--- src/rtl/core/packed_handle_table_defines.svh ---
// Assertion helpers for the RTL file that checks its own behavior.
// Both expect signals named clk and rst_n in the scope where they are used.
`ifndef PACKED_HANDLE_TABLE_DEFINES_SVH
`define PACKED_HANDLE_TABLE_DEFINES_SVH

// The consequent must hold in the same cycle as the antecedent.
`define PHT_ASSERT_NOW(label, ante, cons, msg) \
    label: assert property (@(posedge clk) disable iff (!rst_n) (ante) |-> (cons)) \
        else $error(msg);

// The consequent must hold in the cycle after the antecedent.
`define PHT_ASSERT_NEXT(label, ante, cons, msg) \
    label: assert property (@(posedge clk) disable iff (!rst_n) (ante) |=> (cons)) \
        else $error(msg);

`endif

--- src/rtl/core/pht_pkg.sv ---
`default_nettype none

package pht_pkg;

    localparam int CAPACITY  = 128;
    localparam int IDX_W     = $clog2(CAPACITY);
    localparam int CNT_W     = $clog2(CAPACITY + 1);
    localparam int PAYLOAD_W = 64;

    typedef enum logic [1:0] {
        ACT_INSERT = 2'd0,
        ACT_REMOVE = 2'd1,
        ACT_LOOKUP = 2'd2,
        ACT_UPDATE = 2'd3
    } action_t;

    typedef enum logic [1:0] {
        ST_OK   = 2'd0,
        ST_FULL = 2'd1,
        ST_BAD  = 2'd2
    } status_t;

    typedef enum logic [1:0] {
        S_IDLE,
        S_RD2,
        S_EXE
    } state_t;

    // One result transaction.
    typedef struct packed {
        status_t              status;
        logic [IDX_W-1:0]     out_handle;
        logic [PAYLOAD_W-1:0] out_payload;
        logic [IDX_W-1:0]     dense_index;
        logic [CNT_W-1:0]     live_count;
    } res_t;

    // Everything the execute step needs, gathered from the read phases.
    typedef struct packed {
        action_t              act;
        logic [IDX_W-1:0]     hnd;
        logic [PAYLOAD_W-1:0] pl;
        logic [IDX_W-1:0]     slot;
        logic [IDX_W-1:0]     moved;
        logic [PAYLOAD_W-1:0] last_pay;
        logic [IDX_W-1:0]     slot_handle;
        logic [PAYLOAD_W-1:0] slot_pay;
        logic [IDX_W-1:0]     free_top;
        logic [CNT_W-1:0]     issued;
        logic [CNT_W-1:0]     freed;
    } ctx_t;

    // One write port per memory.
    typedef struct packed {
        logic                 pay_en;
        logic [IDX_W-1:0]     pay_addr;
        logic [PAYLOAD_W-1:0] pay_data;
        logic                 s2h_en;
        logic [IDX_W-1:0]     s2h_addr;
        logic [IDX_W-1:0]     s2h_data;
        logic                 h2s_en;
        logic [IDX_W-1:0]     h2s_addr;
        logic [IDX_W-1:0]     h2s_data;
        logic                 free_en;
        logic [IDX_W-1:0]     free_addr;
        logic [IDX_W-1:0]     free_data;
    } wr_t;

    typedef struct packed {
        logic [CNT_W-1:0] issued;
        logic [CNT_W-1:0] freed;
        wr_t              wr;
        res_t             res;
    } upd_t;

endpackage

`default_nettype wire

--- src/rtl/core/pht_exec.sv ---
`default_nettype none

module pht_exec (
    input  wire pht_pkg::ctx_t ctx,
    output pht_pkg::upd_t      upd
);
    import pht_pkg::*;

    logic [CNT_W-1:0] live;
    logic             full;
    logic             live_ok;
    logic [IDX_W-1:0] new_handle;
    logic [IDX_W-1:0] tail;

    assign live = ctx.issued - ctx.freed;
    assign full = (live >= CNT_W'(CAPACITY));
    assign tail = live[IDX_W-1:0];

    // A handle is live when it was issued, its slot sits inside the packed
    // region and that slot points back at it.
    assign live_ok = (CNT_W'(ctx.hnd) < ctx.issued)
                  && (CNT_W'(ctx.slot) < live)
                  && (ctx.slot_handle == ctx.hnd);

    assign new_handle = (ctx.freed != '0) ? ctx.free_top : ctx.issued[IDX_W-1:0];

    always_comb
    begin
        upd                 = '0;
        upd.issued          = ctx.issued;
        upd.freed           = ctx.freed;
        upd.res.status      = ST_OK;
        upd.res.out_handle  = ctx.hnd;

        unique case (ctx.act)
            ACT_INSERT:
            begin
                if (full)
                begin
                    upd.res.status = ST_FULL;
                end
                else
                begin
                    upd.wr.pay_en      = 1'b1;
                    upd.wr.pay_addr    = tail;
                    upd.wr.pay_data    = ctx.pl;
                    upd.wr.s2h_en      = 1'b1;
                    upd.wr.s2h_addr    = tail;
                    upd.wr.s2h_data    = new_handle;
                    upd.wr.h2s_en      = 1'b1;
                    upd.wr.h2s_addr    = new_handle;
                    upd.wr.h2s_data    = tail;
                    upd.res.out_handle  = new_handle;
                    upd.res.dense_index = tail;
                    if (ctx.freed != '0)
                    begin
                        upd.freed = ctx.freed - 1'b1;
                    end
                    else
                    begin
                        upd.issued = ctx.issued + 1'b1;
                    end
                end
            end
            ACT_REMOVE, ACT_LOOKUP, ACT_UPDATE:
            begin
                if (!live_ok)
                begin
                    upd.res.status = ST_BAD;
                end
                else
                begin
                    upd.res.dense_index = ctx.slot;
                    if (ctx.act == ACT_REMOVE)
                    begin
                        // The last packed entry moves into the freed slot. When
                        // the removed entry is itself the last one, this writes
                        // each entry with its own value.
                        upd.wr.pay_en    = 1'b1;
                        upd.wr.pay_addr  = ctx.slot;
                        upd.wr.pay_data  = ctx.last_pay;
                        upd.wr.s2h_en    = 1'b1;
                        upd.wr.s2h_addr  = ctx.slot;
                        upd.wr.s2h_data  = ctx.moved;
                        upd.wr.h2s_en    = 1'b1;
                        upd.wr.h2s_addr  = ctx.moved;
                        upd.wr.h2s_data  = ctx.slot;
                        upd.wr.free_en   = 1'b1;
                        upd.wr.free_addr = ctx.freed[IDX_W-1:0];
                        upd.wr.free_data = ctx.hnd;
                        upd.freed        = ctx.freed + 1'b1;
                    end
                    else if (ctx.act == ACT_LOOKUP)
                    begin
                        upd.res.out_payload = ctx.slot_pay;
                    end
                    else
                    begin
                        upd.wr.pay_en   = 1'b1;
                        upd.wr.pay_addr = ctx.slot;
                        upd.wr.pay_data = ctx.pl;
                    end
                end
            end
            default:
            begin
                upd.res.status = ST_BAD;
            end
        endcase

        upd.res.live_count = upd.issued - upd.freed;
    end

endmodule

`default_nettype wire

--- config.mk ---
export PLATFORM = sky130hd
export DESIGN_NAME = pht_exec
export DESIGN_NICKNAME = d
export VERILOG_FILES = /design/src/rtl/core/packed_handle_table_defines.svh /design/src/rtl/core/pht_pkg.sv /design/src/rtl/core/pht_exec.sv
export SDC_FILE = /design/constraint.sdc
export NUM_CORES = 1
export LEC_CHECK = 0
export ABC_AREA = 1
export BUFFER_PORTS_ARGS = -buffer_cell sky130_fd_sc_hd__buf_2
export CORE_AREA = 8 8 177 179
export DETAILED_ROUTE_END_ITERATION = 16
export DIE_AREA = 0 0 185 187
export SYNTH_ARGS = -nofsm -noshare
export SYNTH_HDL_FRONTEND = slang
export SYNTH_SLANG_ARGS = --single-unit
--- constraint.sdc ---
create_clock -name vclk -period 8.38
set_input_delay 0.419 -clock vclk [all_inputs]
set_output_delay 0.419 -clock vclk [all_outputs]
set_load 0.005 [all_outputs]
-- Word level (Yosys, flattened, before mapping)
Cells that the tools add are included.
- register bits after elaboration: 0
- ROM bits: 0
- logic and storage cells: 40
- output and inout bits: 221
- bits in latches: 0
- RAM bits: 0
- memories kept: 0
- reduce and logical (&&, ||, !) cells: 5
- equal/unequal tests: 4
- add/sub/neg operators: 5
- multiply operators: 0
- order comparisons: 3
- bitwise gates (word level): 0
- div/mod/pow operators: 0
- shift operators: 0
- mux-type cells: 23
- operators with widths (kind ; number):
    $pmux 110 s2 ; 1
    $mux 64 ; 3
    $mux 72 ; 2
    $mux 125 ; 1
    $mux 118 ; 1
    $mux 71 ; 1
    $mux 45 ; 1
    $mux 8 ; 4
    $mux 7 ; 4
    $add 8x1->8 const B ; 2
    $lt 7x8->1 ; 2
    $sub 8x8->8 ; 2
    $mux 15 ; 1
    $pmux 7 s2 ; 1
    $ge 8x8->1 const B ; 1
    $reduce_bool 8->1 ; 1
    $sub 8x1->8 const B ; 1
    $eq 7x7->1 ; 1
    $eq 2x2->1 const B ; 2
    $pmux 2 s2 ; 1
    $reduce_or 3->1 ; 1
    $eq 2x1->1 const B ; 1
    $logic_and 1x1->1 ; 2
    $logic_not 2->1 ; 1
    2 further kinds ; 2

-- Depth between registers and ports, before layout
- depth in word-level cells: 7
- depth in mapped cells: 30

-- Least setup slack after synthesis
No wires, ideal clock.
- path type: input to output
- from: in ctx[2] in the netlist's numbering
- to: out upd[6] in the netlist's numbering
- arrival time: 3.865 ns
- buffers on the path: 2
- data required time: 7.961 ns
- stages: 27
- slack: 4.096 ns
- path through: buf_2 inv_1 ha_1 a21oi_1 nand2_2 a31oi_1 xor2_1 ha_1 nand2_1 inv_1 nand2_1 nand2_1 nand3_4 nand2_4 clkbuf_1 a21oi_1 o21ai_0 o21ai_0 ha_1 fa_1 inv_1 a21oi_1 nand2_1 nand3_1 nand2_1 nand2_1 nand2_1
- RTL lines (what ; RTL line ; text):
    start: declaration ; pht_exec.sv:4 ; input wire pht_pkg::ctx_t ctx,
    end: declaration ; pht_exec.sv:5 ; output pht_pkg::upd_t upd

==> results.yml <==
outcome:
  status: "finished, final reports clean"
timing:
  setup_viol: 0
  worst_slew_pin_slew_ns: 1.19
  clock.fmax_ghz: 0.183
  finalCriticalPeriod_ns: 5.46
  setup-tns-final_ns: 0
  maxSlewHeadroom_pct: 20.1
  finalHoldViolations: 0
  fin_crit_sh_pct: 65.1
  finalMaxSlewViolations: 0
  rsz0062_at_grt: "false"
  whs_ns: 1.12
die:
  rows: 62
  io-pin-count: 466
  start_util_pct: 16.3
  design.core.area_um2: 28400
  die_w_um: 185
  dieArea_um2: 34600
  die_h_um: 187
route:
  drcViolationCount: 0
  vias: 7158
  dr.pass1.iters: 5
  postRouteAntennaNets: 0
  wl_um: 28200
  wl_per_cell_um: 17.2
  vias_per_cell: 4.37
  drt_iter0_drc: 367
worst_setup_path:
  startpoint_type: "input pin"
  cp_common_cell: "nand2_1"
  cp_slowest_cell: "nand2_4"
  end_kind: "output port"
  cp_num_buf_inv: 5
  cp_max_fo: 81
  slowest_delay_ns: 0.44
  cp.arrival_ns: 5.04
  critPathRequiredTime_ns: 7.96
  criticalPathCategory: "in2out"
  critical-path-top-delay-family: "simple AND/OR/NAND/NOR gates"
finish:
  clockBufferCount: 0
  regArea_um2: 0
  nNetsFinal: 1530
  areaGrowthSynthToFinish_pct: 54.6
  diodes: 0
  drive_gt1_share_pct: 41.8
  fillCellCount: 3288
  design.seq.count: 0
synth:
  synthTopCellsByArea: "nor2_1, nand2_1, o31ai_1, nor3b_1, ha_1"
  yosys-top-cells-count: "nor2_1, nand2_1, inv_1, o31ai_1, nor3b_1"
  yosysSeqAreaShare_pct: 0
  netlist.area_leader.share_pct: 14.7
  synth_fp_nets: 1125
  synthAdderAreaFrac_pct: 8.43
  synth_top_family_by_area: "simple AND/OR/NAND/NOR gates"
  yosys_warnings: 0
  synthCells: 850
  synth_compound_gate_area_share_pct: 19.1
  yosys.area_share.simple_pct: 52.9
  yosys.area.top_type: "nor2_1"
  muxShareOfSynthArea_pct: 0
  synth-xor-area-share_pct: 5.70
  synth.most_common_cell: "nor2_1"
  syn_area_per_cell_um2: 5.45
  synthesis.area_um2: 4630
  ys_types: 41
cts:
  post_cts_buffers: 0
  hold_buffers: 0
  cts.repair.resized: 0
power:
  power_density_nw_per_um2: 48.8
  finalPower_uw: 349
  vdd_drop_max_mv: 0.0155
  p_leak_nw: 4.13
global_route:
  grt_max_degree: 82
  grt_pass1_wl_um: 42100
  antenna_found_initial: 0
  globalRoute.totalOverflow: 0
  grtUsageTotal_pct: 15.1
  first_global_vias: 7011
worst_hold_path:
  hold_start: "ctx[160]"
  hold_path_depth: 4
  holdPathEnd: "upd[112]"
  hold_path.class: "in2out"
placed_design:
  gp_congestion: 0.888
  io_buffer_count: 466
  post-dp-hpwl_um: 24500
flow_run:
  maxCapViolCount: 0
-- stage by stage --
step                      cell area (um2)  setup slack, ns  utilization [%]  std cells
after floorplan                      4630             4.10                -        850
after global placement               7160             3.06             25.2       1637
after detailed placement             7160             2.92             25.2       1637
after CTS                            7160             2.90             25.2       1637
after global routing                 7160             2.41             25.2       1637
final                                7160             2.92             25.2       1637
-- cell type report --
type	instances	area, um2	share of cell area (%)
inverter	84	315	4.40
multi-input combinational	698	3990	55.8
tap	384	480	6.71
timing repair buffer	471	2370	33.1
-- layer usage --
metal,routed length (um),track usage (%),up-vias
met2,13800,26.6,318
met4,595,2.62,0
li1,-,-,3581
met3,2160,2.87,30
met5,0,0,-
met1,11700,18.8,3229
-- power by group --
part	switching, mW	leakage, nW	internal, mW
clock network	0	0	0
registers	0	0	0
logic	0.205	4.13	0.144
total	0.205	4.13	0.144
-- cell usage in the layout (no fill, tap or decap), types with 8 or more instances in the layout --
cell and count:
nand3_1 32, buf_2 466, xor2_1 18, nor3b_1 65
nand2_2 11, o31ai_1 71, nor2_1 180, inv_1 75
a21oi_1 17, ha_1 28, o21ai_0 27, inv_2 8
nand2_1 178, xnor2_1 9
-- kinds of logic (layout without fill, tap and decap cells) --
logic type	Yosys count	count (layout)
AND/OR/NAND/NOR	507	507
buffers and inverters	152	555
AO/OA/AOI/OAI	133	133
adder cells (fa/ha/maj)	30	30
XOR/XNOR	28	28
-- how the worst max path moves through the flow --
| stage | slack (ns) | endpoint | depth (start not counted) | start |
|---|---|---|---|---|
| after global placement | 3.06 | upd[7] | 28 | ctx[2] |
| after detailed placement | 2.92 | upd[7] | 30 | ctx[8] |
| final | 2.92 | upd[7] | 28 | ctx[2] |
| after global routing | 2.41 | upd[7] | 30 | ctx[8] |
| after floorplan | 4.10 | upd[6] | 27 | ctx[2] |
| after CTS | 2.90 | upd[7] | 30 | ctx[2] |
Note: power is estimated with default switching activity, not from simulation.
